`src/hdl/lwq_pkg.sv`:
```
package lwq_pkg;

	localparam int LOCK_IN_W = 4;
	localparam int CLIENT_W  = 4;
	localparam int LOCK_CODES = 2 ** LOCK_IN_W;

	typedef enum logic {
		OP_ACQUIRE = 1'b0,
		OP_RELEASE = 1'b1
	} op_t;

	typedef enum logic [1:0] {
		ST_OK     = 2'd0,
		ST_QUEUED = 2'd1,
		ST_FULL   = 2'd2,
		ST_EMPTY  = 2'd3
	} status_t;

	typedef enum logic [1:0] {
		NT_NONE   = 2'd0,
		NT_REVOKE = 2'd1,
		NT_RETRY  = 2'd2
	} notice_t;

	typedef enum logic [1:0] {
		BK_CLEAR,
		BK_IDLE,
		BK_META,
		BK_RESP
	} back_state_t;

	// head of the request queue, front to back
	typedef struct packed {
		logic valid;
		op_t  op;
	} q_head_t;

	// back to front
	typedef struct packed {
		logic pop;
		logic clearing;
	} back_stat_t;

endpackage

```
`src/hdl/lwq_front.sv`:
```
module lwq_front #(
	parameter int NUM_LOCKS = 16,
	parameter int LKW = 4
) (
	input  logic                           clk,
	input  logic                           arst_n,
	input  logic                           start,
	output logic                           busy,
	input  logic                           op,
	input  logic [lwq_pkg::LOCK_IN_W-1:0]  lock_num,
	input  logic [lwq_pkg::CLIENT_W-1:0]   client_num,
	output lwq_pkg::q_head_t               q_head,
	output logic [LKW-1:0]                 q_lock,
	output logic [lwq_pkg::CLIENT_W-1:0]   q_client,
	input  lwq_pkg::back_stat_t            back_stat
);

	logic [LKW-1:0] lock_map [lwq_pkg::LOCK_CODES];

	// lock number folded onto the lock range
	for (genvar i = 0; i < lwq_pkg::LOCK_CODES; i++) begin : g_map
		assign lock_map[i] = LKW'(i % NUM_LOCKS);
	end

	lwq_pkg::op_t                 op_q     [2];
	logic [LKW-1:0]               lock_q   [2];
	logic [lwq_pkg::CLIENT_W-1:0] client_q [2];
	logic                         wr_ptr_q;
	logic                         rd_ptr_q;
	logic [1:0]                   count_q;
	logic                         push;

	assign busy = (count_q == 2'd2) || back_stat.clearing;
	assign push = start && !busy;

	always_ff @(posedge clk or negedge arst_n) begin
		if (!arst_n) begin
			wr_ptr_q <= 1'b0;
			rd_ptr_q <= 1'b0;
			count_q  <= 2'd0;
		end else begin
			if (push) wr_ptr_q <= !wr_ptr_q;
			if (back_stat.pop) rd_ptr_q <= !rd_ptr_q;
			if (push && !back_stat.pop) count_q <= count_q + 2'd1;
			else if (!push && back_stat.pop) count_q <= count_q - 2'd1;
		end
	end

	always_ff @(posedge clk) begin
		if (push) begin
			op_q[wr_ptr_q]     <= lwq_pkg::op_t'(op);
			lock_q[wr_ptr_q]   <= lock_map[lock_num];
			client_q[wr_ptr_q] <= client_num;
		end
	end

	assign q_head.valid = (count_q != 2'd0);
	assign q_head.op    = op_q[rd_ptr_q];
	assign q_lock       = lock_q[rd_ptr_q];
	assign q_client     = client_q[rd_ptr_q];

endmodule

```
`src/hdl/lwq_back.sv`:
```
module lwq_back #(
	parameter int NUM_LOCKS = 16,
	parameter int QUEUE_DEPTH = 8,
	parameter int LKW = 4
) (
	input  logic                           clk,
	input  logic                           arst_n,
	input  lwq_pkg::q_head_t               q_head,
	input  logic [LKW-1:0]                 q_lock,
	input  logic [lwq_pkg::CLIENT_W-1:0]   q_client,
	output lwq_pkg::back_stat_t            back_stat,
	output logic                           done,
	output logic [1:0]                     reply_status,
	output logic [1:0]                     notice_kind,
	output logic [lwq_pkg::CLIENT_W-1:0]   notice_client,
	output logic [lwq_pkg::LOCK_IN_W-1:0]  notice_lock
);

	localparam int PW = $clog2(QUEUE_DEPTH);
	localparam int CW = $clog2(QUEUE_DEPTH + 1);
	localparam int SW = CW + 1;
	localparam int SLOTS = NUM_LOCKS * QUEUE_DEPTH;
	localparam int AW = $clog2(SLOTS);

	function automatic logic [PW-1:0] wrap(input logic [SW-1:0] s);
		logic [SW-1:0] d;
		d = s - SW'(QUEUE_DEPTH);
		return (s >= SW'(QUEUE_DEPTH)) ? d[PW-1:0] : s[PW-1:0];
	endfunction

	function automatic logic [AW-1:0] slot_addr(input logic [LKW-1:0] l,
	                                             input logic [PW-1:0] p);
		return AW'(l) * AW'(QUEUE_DEPTH) + AW'(p);
	endfunction

	logic [PW-1:0]                head_mem [NUM_LOCKS];
	logic [CW-1:0]                cnt_mem  [NUM_LOCKS];
	logic [lwq_pkg::CLIENT_W-1:0] slot_mem [SLOTS];

	lwq_pkg::back_state_t         state_q, state_d;
	logic [LKW-1:0]               clr_cnt_q;
	lwq_pkg::op_t                 op_q;
	logic [LKW-1:0]               lock_q;
	logic [lwq_pkg::CLIENT_W-1:0] client_q;
	logic [PW-1:0]                head_rd_q;
	logic [CW-1:0]                cnt_rd_q;
	logic [lwq_pkg::CLIENT_W-1:0] slot_rd_q;
	lwq_pkg::status_t             status_q, status_d;
	lwq_pkg::notice_t             kind_q, kind_d;

	logic                         pop;
	logic                         meta_we;
	logic [LKW-1:0]               meta_waddr;
	logic [PW-1:0]                head_wd;
	logic [CW-1:0]                cnt_wd;
	logic                         slot_we;
	logic [AW-1:0]                slot_waddr;
	logic [AW-1:0]                slot_raddr;

	always_ff @(posedge clk or negedge arst_n) begin
		if (!arst_n) begin
			state_q   <= lwq_pkg::BK_CLEAR;
			clr_cnt_q <= '0;
		end else begin
			state_q <= state_d;
			if (state_q == lwq_pkg::BK_CLEAR) clr_cnt_q <= clr_cnt_q + LKW'(1);
		end
	end

	always_comb begin
		logic [PW-1:0] nhead;
		logic [PW-1:0] tail_pos;
		logic [PW-1:0] app_pos;
		state_d    = state_q;
		pop        = 1'b0;
		meta_we    = 1'b0;
		meta_waddr = lock_q;
		head_wd    = head_rd_q;
		cnt_wd     = cnt_rd_q;
		slot_we    = 1'b0;
		status_d   = lwq_pkg::ST_OK;
		kind_d     = lwq_pkg::NT_NONE;
		nhead      = wrap(SW'(head_rd_q) + SW'(1));
		tail_pos   = wrap(SW'(head_rd_q) + SW'(cnt_rd_q) - SW'(1));
		app_pos    = wrap(SW'(head_rd_q) + SW'(cnt_rd_q));
		slot_waddr = slot_addr(lock_q, app_pos);
		slot_raddr = slot_addr(lock_q, tail_pos);
		case (state_q)
			lwq_pkg::BK_CLEAR: begin
				meta_we    = 1'b1;
				meta_waddr = clr_cnt_q;
				head_wd    = '0;
				cnt_wd     = '0;
				if (clr_cnt_q == LKW'(NUM_LOCKS - 1)) state_d = lwq_pkg::BK_IDLE;
			end
			lwq_pkg::BK_IDLE: begin
				if (q_head.valid) begin
					pop     = 1'b1;
					state_d = lwq_pkg::BK_META;
				end
			end
			lwq_pkg::BK_META: begin
				state_d = lwq_pkg::BK_RESP;
				if (op_q == lwq_pkg::OP_ACQUIRE) begin
					if (cnt_rd_q == '0) begin
						meta_we    = 1'b1;
						cnt_wd     = CW'(1);
						slot_we    = 1'b1;
						slot_waddr = slot_addr(lock_q, head_rd_q);
					end else if (cnt_rd_q >= CW'(QUEUE_DEPTH)) begin
						status_d = lwq_pkg::ST_FULL;
					end else begin
						// revoke goes to the old tail, requester lands behind it
						meta_we  = 1'b1;
						cnt_wd   = cnt_rd_q + CW'(1);
						slot_we  = 1'b1;
						status_d = lwq_pkg::ST_QUEUED;
						kind_d   = lwq_pkg::NT_REVOKE;
					end
				end else begin
					if (cnt_rd_q == '0) begin
						status_d = lwq_pkg::ST_EMPTY;
					end else begin
						meta_we    = 1'b1;
						head_wd    = nhead;
						cnt_wd     = cnt_rd_q - CW'(1);
						slot_raddr = slot_addr(lock_q, nhead);
						if (cnt_rd_q != CW'(1)) kind_d = lwq_pkg::NT_RETRY;
					end
				end
			end
			lwq_pkg::BK_RESP: begin
				// next word may start while this result is shown
				if (q_head.valid) begin
					pop     = 1'b1;
					state_d = lwq_pkg::BK_META;
				end else begin
					state_d = lwq_pkg::BK_IDLE;
				end
			end
			default: state_d = lwq_pkg::BK_CLEAR;
		endcase
	end

	always_ff @(posedge clk) begin
		if (pop) begin
			op_q      <= q_head.op;
			lock_q    <= q_lock;
			client_q  <= q_client;
			head_rd_q <= head_mem[q_lock];
			cnt_rd_q  <= cnt_mem[q_lock];
		end
		if (meta_we) begin
			head_mem[meta_waddr] <= head_wd;
			cnt_mem[meta_waddr]  <= cnt_wd;
		end
		if (slot_we) slot_mem[slot_waddr] <= client_q;
		if (state_q == lwq_pkg::BK_META) begin
			slot_rd_q <= slot_mem[slot_raddr];
			status_q  <= status_d;
			kind_q    <= kind_d;
		end
	end

	assign back_stat.pop      = pop;
	assign back_stat.clearing = (state_q == lwq_pkg::BK_CLEAR);

	assign done          = (state_q == lwq_pkg::BK_RESP);
	assign reply_status  = status_q;
	assign notice_kind   = kind_q;
	assign notice_client = (kind_q != lwq_pkg::NT_NONE) ? slot_rd_q : '0;
	assign notice_lock   = (kind_q != lwq_pkg::NT_NONE) ? lwq_pkg::LOCK_IN_W'(lock_q) : '0;

endmodule

```
`src/hdl/lock_waiter_queue_manager_top.sv`:
```
// Lock waiter queue manager: one FIFO of client numbers per lock, head is holder.
// Request channel: a word (op, lock_num, client_num) is taken at a clock edge
// with start high and busy low. op 0 acquires, op 1 releases.
// Result channel: done is high for one cycle with reply_status, notice_kind,
// notice_client and notice_lock valid; the receiver cannot hold results off,
// so there is no back-pressure on this side.
// A two-word queue sits between the request side and the lock engine; busy
// rises when it is full.
// A lone request moves from the queue head into the engine's registers, through
// the META state, to the RESP state in which its result is shown.
// The lock engine works on one request at a time: a registered read of the
// lock's head/count memory, then a registered read of the slot memory, the
// next request's head/count read overlapping the result.
// Reset: after arst_n is released the per-lock head/count memory is cleared,
// one lock a cycle, for NUM_LOCKS cycles; busy stays high meanwhile.
// Slot contents are not cleared; an unwritten slot may be read, but notice_client then shows zero.
module lock_waiter_queue_manager_top #(
	parameter int NUM_LOCKS = 16,
	parameter int QUEUE_DEPTH = 8
) (
	input  logic                           clk,
	input  logic                           arst_n,
	input  logic                           start,
	output logic                           busy,
	input  logic                           op,
	input  logic [lwq_pkg::LOCK_IN_W-1:0]  lock_num,
	input  logic [lwq_pkg::CLIENT_W-1:0]   client_num,
	output logic                           done,
	output logic [1:0]                     reply_status,
	output logic [1:0]                     notice_kind,
	output logic [lwq_pkg::CLIENT_W-1:0]   notice_client,
	output logic [lwq_pkg::LOCK_IN_W-1:0]  notice_lock
);

	localparam int LKW = (NUM_LOCKS > 1) ? $clog2(NUM_LOCKS) : 1;

	lwq_pkg::q_head_t             q_head;
	logic [LKW-1:0]               q_lock;
	logic [lwq_pkg::CLIENT_W-1:0] q_client;
	lwq_pkg::back_stat_t          back_stat;

	lwq_front #(
		.NUM_LOCKS (NUM_LOCKS),
		.LKW       (LKW)
	) u_front (
		.clk        (clk),
		.arst_n     (arst_n),
		.start      (start),
		.busy       (busy),
		.op         (op),
		.lock_num   (lock_num),
		.client_num (client_num),
		.q_head     (q_head),
		.q_lock     (q_lock),
		.q_client   (q_client),
		.back_stat  (back_stat)
	);

	lwq_back #(
		.NUM_LOCKS   (NUM_LOCKS),
		.QUEUE_DEPTH (QUEUE_DEPTH),
		.LKW         (LKW)
	) u_back (
		.clk           (clk),
		.arst_n        (arst_n),
		.q_head        (q_head),
		.q_lock        (q_lock),
		.q_client      (q_client),
		.back_stat     (back_stat),
		.done          (done),
		.reply_status  (reply_status),
		.notice_kind   (notice_kind),
		.notice_client (notice_client),
		.notice_lock   (notice_lock)
	);

endmodule

```
`config.mk`:
```
export PLATFORM = sky130hd
export DESIGN_NAME = lock_waiter_queue_manager_top
export DESIGN_NICKNAME = d
export VERILOG_FILES = /design/src/hdl/lwq_pkg.sv /design/src/hdl/lwq_front.sv /design/src/hdl/lwq_back.sv /design/src/hdl/lock_waiter_queue_manager_top.sv
export SDC_FILE = /design/constraint.sdc
export NUM_CORES = 1
export LEC_CHECK = 0
export ABC_AREA = 1
export BUFFER_PORTS_ARGS = -buffer_cell sky130_fd_sc_hd__buf_2
export CAP_MARGIN = 20
export CELL_PAD_IN_SITES_DETAIL_PLACEMENT = 1
export CELL_PAD_IN_SITES_GLOBAL_PLACEMENT = 2
export CORE_UTILIZATION = 33
export CTS_CLUSTER_DIAMETER = 150
export CTS_CLUSTER_SIZE = 25
export DETAILED_ROUTE_END_ITERATION = 16
export GPL_TIMING_DRIVEN = 1
export PLACE_DENSITY_LB_ADDON = 0.15
export SYNTH_ARGS = -nofsm -noshare
export SYNTH_HDL_FRONTEND = slang
export SYNTH_SLANG_ARGS = --single-unit
```
`constraint.sdc`:
```
create_clock -name clk -period 3.3 [get_ports clk]
set_clock_uncertainty 0.05 [all_clocks]
set_input_delay 0.165 -clock clk [delete_from_list [all_inputs] [get_ports clk]]
set_output_delay 0.165 -clock clk [all_outputs]
set_load 0.005 [all_outputs]
```
==> metrics.cfg, run 1 <==
[global_route]
grt_util_met3 = 0.0170
grt_pass1_wl_um = 139000
grt_max_degree = 129
grtUsageMet2 = 0.340
busiest_layer = met2
grtUsageMet1 = 0.280
antenna_found_initial = 1
grt_pass1_vias = 21500
gr-total-overflow = 0
track_usage = 0.200

[detailed_routing]
wirelength_um = 94200
wl_per_cell_um = 22.4
via_per_inst = 4.90
ant_nets = 0
first_pass_iters = 5
drc = 0
vias = 20600
drt_iter0_drc = 1332

[setup_path]
cp_max_fo = 21
startpoint = u_back.cnt_rd_q[0]
cp.required_ns = 3.66
end_kind = flop
critPathKind = reg2reg
r2r_start = u_back.cnt_rd_q[0]
cp.arrival_ns = 3.61
startpoint_type = flop

[synth]
ys.flop_type = edfxtp_1
synth-xor-area-share = 0.00291
synth_edf_count = 666
synth_top_family_by_area = simple AND/OR/NAND/NOR gates
synth_cell_types = 35
postSynthAreaPerCell_um2 = 10.3
synth_fa_ha_area_frac = 0.00400
yosysWarnings = 0
syn_inst = 2932
synth_simple_gate_area_frac = 0.195
syn_nets = 2953
synthArstFlopShare = 0.0148
muxShareOfSynthArea = 0.000333
synth_area_um2 = 30100
ys_seq_area_frac = 0.674
ys_ff_latch = 676
synth_compound_area_frac = 0.0325

[cts]
cts.sinks = 676
htree_levels = 1
clock-root-buffer = clkbuf_16
cts_max_path_buffers = 3
cts_tree = yes
path_clk_slew_ns = 0.12
cts_made_buffers = 31
clk_latency_ns = 0.69

[floorplan]
rows = 110
core-area_um2 = 90100
ios = 26
initial_core_util = 0.333
die-area_um2 = 92300
die_x_um = 304
fp.dieH_um = 304

[placement]
gp_routability_congestion = 0.777
place_hpwl_um = 57100
pre_cts_ws_ns = -0.184
place.port_buffers = 25
place_area_um2 = 32500

[final_layout]
fin_area_um2 = 34300
fill_cells = 9865
syn_to_final_growth_pct = 14.3
nNetsFinal = 3036
drive_above_1_share = 0.0977

[timing]
worstMarginPinSlew_ns = 1.06
fin_hold_ws_ns = 0.157
finalHoldViolCount = 0
tns_ns = 0
rsz0062_at_grt = true
post-route-min-period_ns = 3.25
finalCritPeriodShare = 0.986
drv_slew = 0
max_freq_mhz = 307
slew_headroom = 0.293
setup_viol = 0
final.setup.worst_slack_ns = 0.0463

[hold_path]
hold_class = in2reg
holdCritStartpoint = op

[run_status]
run_status = finished clean

[flow_run]
maxCapViolCount = 0

==> layout make-up <==
class / count / area [µm²] / share of cell area
diodes: 3 / 7.51 / 0.000219
clock buffers: 45 / 828 / 0.0241
well taps: 1176 / 1470 / 0.0428
flip-flops and latches: 676 / 20200 / 0.590
inverters: 553 / 2090 / 0.0608
repair buffers: 185 / 2210 / 0.0643
clock inverters: 2 / 50.0 / 0.00146
multi-input cells: 1568 / 7440 / 0.217
==> cell usage in the layout, fill, tap and decap left out, types with 14 or more instances in the layout <==
master     netlist  routed
o21ai_0         73      69
clkbuf_1        41      14
buf_16           0      15
nand3_2          3      34
buf_2           72      25
buf_12           0      33
nor2_1         239     223
buf_4           19      89
edfxtp_1       666     666
nand3_1        503     470
clkbuf_16        0      36
a21oi_1         63      62
nand2_1        606     593
inv_1          544     542
==> critical path, cell delays in order (launching register included) <==
cell and delay [ns]:
edfxtp_1 0.42, ha_2 0.21, inv_2 0.05, fa_1 0.44, ha_1 0.32, inv_2 0.07
nand2_4 0.06, nand2_8 0.12, inv_12 0.09, buf_12 0.16, nand3_1 0.15, nand3_1 0.12
nand3_1 0.11, nand2_1 0.12, nor2_4 0.14, nor2_4 0.06, nor2_4 0.17, nand2_1 0.08
==> per-layer routing <==
| metal | wire, µm | vias to the layer above |
|---|---|---|
| li1 | - | 9764 |
| met1 | 44200 | 10500 |
| met2 | 45500 | 318 |
| met3 | 2870 | 63 |
| met4 | 1600 | 0 |
| met5 | 0 | - |
==> through the flow <==
step,instances,util
CTS,4191,0.376
detailed placement,4121,0.360
global placement,4120,0.360
global route,4205,0.381
floorplan,2932,-
finish,4208,0.381
==> logic make-up (layout without fill, tap and decap cells) <==
| group | after synthesis | in the layout |
|---|---|---|
| adders and majority gates | 9 | 9 |
| muxes | 1 | 1 |
| AOI/OAI and AO/OA | 175 | 175 |
| DFF | 676 | 676 |
| xor gates and xnor gates | 10 | 10 |
| other | 0 | 3 |
| buffers and inverters | 689 | 785 |
| and+or+nand+nor | 1372 | 1373 |
==> state kept, by name (all words and copies together) (netlist names), 2 cells and up <==
register / cells
u_front.op_q: 2
u_back.lock_q: 4
u_back.state_q: 2
u_back.head_mem: 48
u_front.lock_q: 8
u_back.clr_cnt_q: 4
u_back.notice_kind: 2
u_front.count_q: 2
u_back.client_q: 4
u_back.cnt_mem: 64
u_back.cnt_rd_q: 4
u_back.head_rd_q: 3
u_back.reply_status: 2
u_front.client_q: 8
u_back.slot_mem: 512
u_back.slot_rd_q: 4
==> synthesized netlist by cell type, drive strengths merged (2+ instances only) <==
cell type    n  area (µm²)
buf         95         518
a31oi        2        12.5
or2          3        18.8
ha           8         100
inv        550        2060
xnor2        4        35.0
o22ai        4        25.0
clkinv       3        11.3
dfrtp       10         250
nand2      613        2330
nor3         8        40.0
o221ai       5        43.8
edfxtp     666       20000
nor2       241         920
clkbuf      41         154
o32ai        9        78.8
o211ai      13        97.6
nand3      507        2560
a21oi       63         315
xor2         6        52.6
o21ai       76         380
o31ai        2        15.0
==> final timing paths <==
check                      depth (start not counted)                  end  slack (ns)
max reg2reg                                       17  u_back.slot_rd_q[2]        0.05
max in group asynchronous                          3  u_back.clr_cnt_q[1]        2.33
min in group asynchronous                          3    u_back.state_q[1]        0.47
min                                                2      u_front.op_q[1]        0.16
max                                               17  u_back.slot_rd_q[2]        0.05
min reg2reg                                        1   u_front.count_q[0]        0.44
==> timing repair <==
item,CTS,global route
hold endpoints to repair,29,0
resized for setup,57,49
gates cloned,8,6
buffers inserted,3,8
setup endpoints to repair,4,58
pin swaps,22,30
hold buffers,12,0
Power of run 1 is left out: the tool's default activity adds up to more than one toggle a clock period on the data nets, which glitch-free logic cannot reach.
==> run 2: changes to the inputs <==
ABC_AREA = unset   (was 1)
SKIP_CTS_REPAIR_TIMING = 1   (was unset)
==> run 2 against run 1 <==
  * The run now ends with setup timing left
  * Critical path depth down 3
  * Fmax decreased by 16%
  * First-iteration DRC count rose by 20%
  * Die area shrank 5.5%
  * Count of clock-buffer cells in the layout is 1 lower
  * Hold slack improved by 0.0067 ns
  * Final cell count is 16% lower
  * Sequential share of layout area up 0.43 points
  * Setup slack worse by 0.62 ns
  * Cell area is 0.73% lower
  * Flip-flop and latch count is the same
==> metrics.cfg, run 2 <==
[global_route]
grt_pass1_wl_um = 142000  ; was 139,000 µm
antenna_found_initial = 2  ; was 1
grt_pass1_vias = 19700  ; was 21,500
grt_max_degree = 129  ; unchanged
track_usage = 0.224  ; was 0.200
gr-total-overflow = 0  ; unchanged

[setup_path]
regToRegEndpoint = u_back.slot_rd_q[1]  ; was u_back.slot_rd_q[2]
rrSetupSlack_ns = -0.58  ; was 0.05 ns
end_kind = flop  ; unchanged
r2r_cells = 14  ; was 17
cp_max_fo = 10  ; was 21
r2r_start = u_back.cnt_rd_q[0]  ; unchanged
cp.required_ns = 3.66  ; about the same
cp.arrival_ns = 4.23  ; was 3.61 ns
critPathKind = reg2reg  ; unchanged
startpoint_type = flop  ; unchanged

[hold_path]
worst_hold_path.endpoint = u_front.client_q[0][0]  ; was u_front.op_q[1]
whs_path_depth = 2  ; unchanged
holdCritStartpoint = client_num[0]  ; was op
hold_class = in2reg  ; unchanged

[synth]
yosysMostFrequentCell = edfxtp_1  ; unchanged
synth_area_um2 = 28400  ; was 30,100 µm²
ys_seq_area_frac = 0.713  ; was 0.674
yosys.area.top_type_share = 0.704  ; was 0.665
postSynthAreaPerCell_um2 = 14.0  ; was 10.3 µm²
syn_inst = 2034  ; was 2,932
synth_cell_types = 77  ; was 35
ys_ff_latch = 676  ; unchanged
syn_nets = 2055  ; was 2,953
yosysWarnings = 0  ; unchanged
synth_top_cell_by_area = edfxtp_1  ; unchanged
synthArstFlopShare = 0.0148  ; unchanged
synth_edf_count = 666  ; unchanged
synthTopCellsByArea = edfxtp_1, nand2_1, and3_1  ; was edfxtp_1, nand3_1, nand2_1
synth_commonest_cells = edfxtp_1, nand2_1, nor2_1, and3_1, a211oi_1  ; was edfxtp_1, nand2_1, inv_1, nand3_1, nor2_1
ys.flop_type = edfxtp_1  ; unchanged

[final_layout]
fill_cells = 8828  ; was 9,865
nNetsFinal = 2388  ; was 3,036
multi_input_area_um2 = 7700  ; was 7440 µm²
top_register = u_back.slot_mem  ; unchanged
layout_common_cells = edfxtp_1, buf_4, nand2_1  ; was edfxtp_1, nand2_1, inv_1
syn_to_final_growth_pct = 20.1  ; was 14.3%
reg.largest.list = u_back.slot_mem (512), u_back.cnt_mem (64), u_back.head_mem (48)  ; unchanged
final_common_cell = edfxtp_1  ; unchanged
drive_above_1_share = 0.237  ; was 0.0977
largest_reg_flops = 512  ; unchanged
register_area_um2 = 20200  ; unchanged
fin_cells = 3526  ; was 4,208

[timing]
tns_ns = -2.14  ; was 0 ns
finalHoldViolCount = 0  ; unchanged
post-route-min-period_ns = 3.88  ; was 3.25 ns
slew_headroom = 0.329  ; was 0.293
finalCritPeriodShare = 1.17  ; was 0.986
worstMarginPinSlew_ns = 1.01  ; was 1.06 ns
max_freq_mhz = 258  ; was 307 MHz
drv_slew = 0  ; unchanged
final.setup.worst_slack_ns = -0.576  ; was 0.0463 ns
setup_viol = 4  ; was 0
rsz0062_at_grt = true  ; unchanged

[floorplan]
core-area_um2 = 85100  ; was 90,100 µm²
fp.dieH_um = 295  ; was 304 µm
rows = 107  ; was 110
ios = 26  ; unchanged
die-area_um2 = 87200  ; was 92,300 µm²
die_x_um = 295  ; was 304 µm
initial_core_util = 0.333  ; about the same

[cts]
cts.sinks = 676  ; unchanged
clock-root-buffer = clkbuf_16  ; unchanged
htree_levels = 1  ; unchanged
cts_tree = yes  ; unchanged
clk_latency_ns = 0.67  ; was 0.69 ns
cts_made_buffers = 31  ; unchanged
cts_max_path_buffers = 3  ; unchanged
path_clk_slew_ns = 0.12  ; about the same

[placement]
gp_routability_congestion = 0.856  ; was 0.777
pre_cts_ws_ns = -1.06  ; was -0.184 ns
place_inst = 3450  ; was 4,121
place.port_buffers = 25  ; unchanged
place_hpwl_um = 66600  ; was 57,100 µm

[run_status]
violations = setup timing
run_status = complete, but fails checks  ; was finished clean

[detailed_routing]
first_pass_iters = 6  ; was 5
vias = 19100  ; was 20,600
drc = 0  ; unchanged
ant_nets = 0  ; unchanged
wl_per_cell_um = 27.9  ; was 22.4 µm
drt_iter0_drc = 1605  ; was 1,332
wirelength_um = 98300  ; was 94,200 µm
via_per_inst = 5.42  ; was 4.90

[flow_run]
maxCapViolCount = 0  ; unchanged

run 2: cell count changes after synthesis, moves of 32 or more:
cell / change
nor2_1: -66
a211oi_1: +101
clkbuf_1: +39
a21oi_1: -35
and3_1: +126
nand2_1: -268
buf_2: -32
a31oi_1: +33
o21ai_0: -39
nand3_1: -467
inv_1: -528
a311oi_1: +48
run 2: how the worst max path moves through the flow:
stage | slack [ns] | endpoint | startpoint
floorplan | -0.18 | u_back.slot_rd_q[0] | u_back.head_rd_q[0]
global placement | -1.05 | u_back.slot_rd_q[1] | u_back.cnt_rd_q[0]
detailed placement | -1.06 | u_back.slot_rd_q[1] | u_back.cnt_rd_q[0]
CTS | -1.14 | u_back.slot_rd_q[1] | u_back.cnt_rd_q[0]
global route | -0.65 | u_back.slot_rd_q[1] | u_back.cnt_rd_q[0]
finish | -0.58 | u_back.slot_rd_q[1] | u_back.cnt_rd_q[0]
run 2: logic make-up after synthesis:
| group | count (synthesis) | share of synthesized area |
|---|---|---|
| AO/OA/AOI/OAI | 377 | 0.101 |
| XOR/XNOR | 12 | 0.00419 |
| adder cells (fa/ha/maj) | 9 | 0.00423 |
| buffers and inverters | 159 | 0.0269 |
| flip-flops | 676 | 0.713 |
| multiplexers | 45 | 0.0276 |
| AND/OR/NAND/NOR | 756 | 0.123 |
run 2: layout make-up:
cell class / count / area share
clock buffers: 44 / 0.0242
clock inverters: 2 / 0.00114
multi-input cells: 1199 / 0.226
well taps: 1144 / 0.0420
inverters: 16 / 0.00176
diodes: 2 / 0.000147
flip-flops and latches: 676 / 0.594
repair buffers: 443 / 0.111
run 2: worst max-delay path, cell delays in order, from the launching register on:
cell	delay, ns
edfxtp_1	0.43
buf_4	0.19
inv_2	0.08
ha_4	0.14
or3b_4	0.43
buf_4	0.16
nand3_4	0.11
nand2_8	0.11
buf_12	0.18
buf_4	0.17
mux4_2	0.47
a22oi_2	0.30
nand4_1	0.33
o22ai_2	0.37
nor4_2	0.06
run 2: metal layers:
layer / up-vias / track usage / wire length [µm]
li1: 8493 / - / -
met3: 107 / 0.0245 / 4830
met5: - / 0 / 0
met2: 521 / 0.368 / 46000
met4: 0 / 0.0487 / 2610
met1: 10000 / 0.320 / 44900
run 2: through the flow:
stage,util,area [µm²],hold slack [ns]
CTS,0.394,33600,-0.715
detailed placement,0.384,32700,0.00128
global route,0.400,34100,0.149
floorplan,-,28400,-0.181
global placement,0.384,32700,-0.00462
finish,0.400,34100,0.163
Power of run 2 is left out for the same reason.
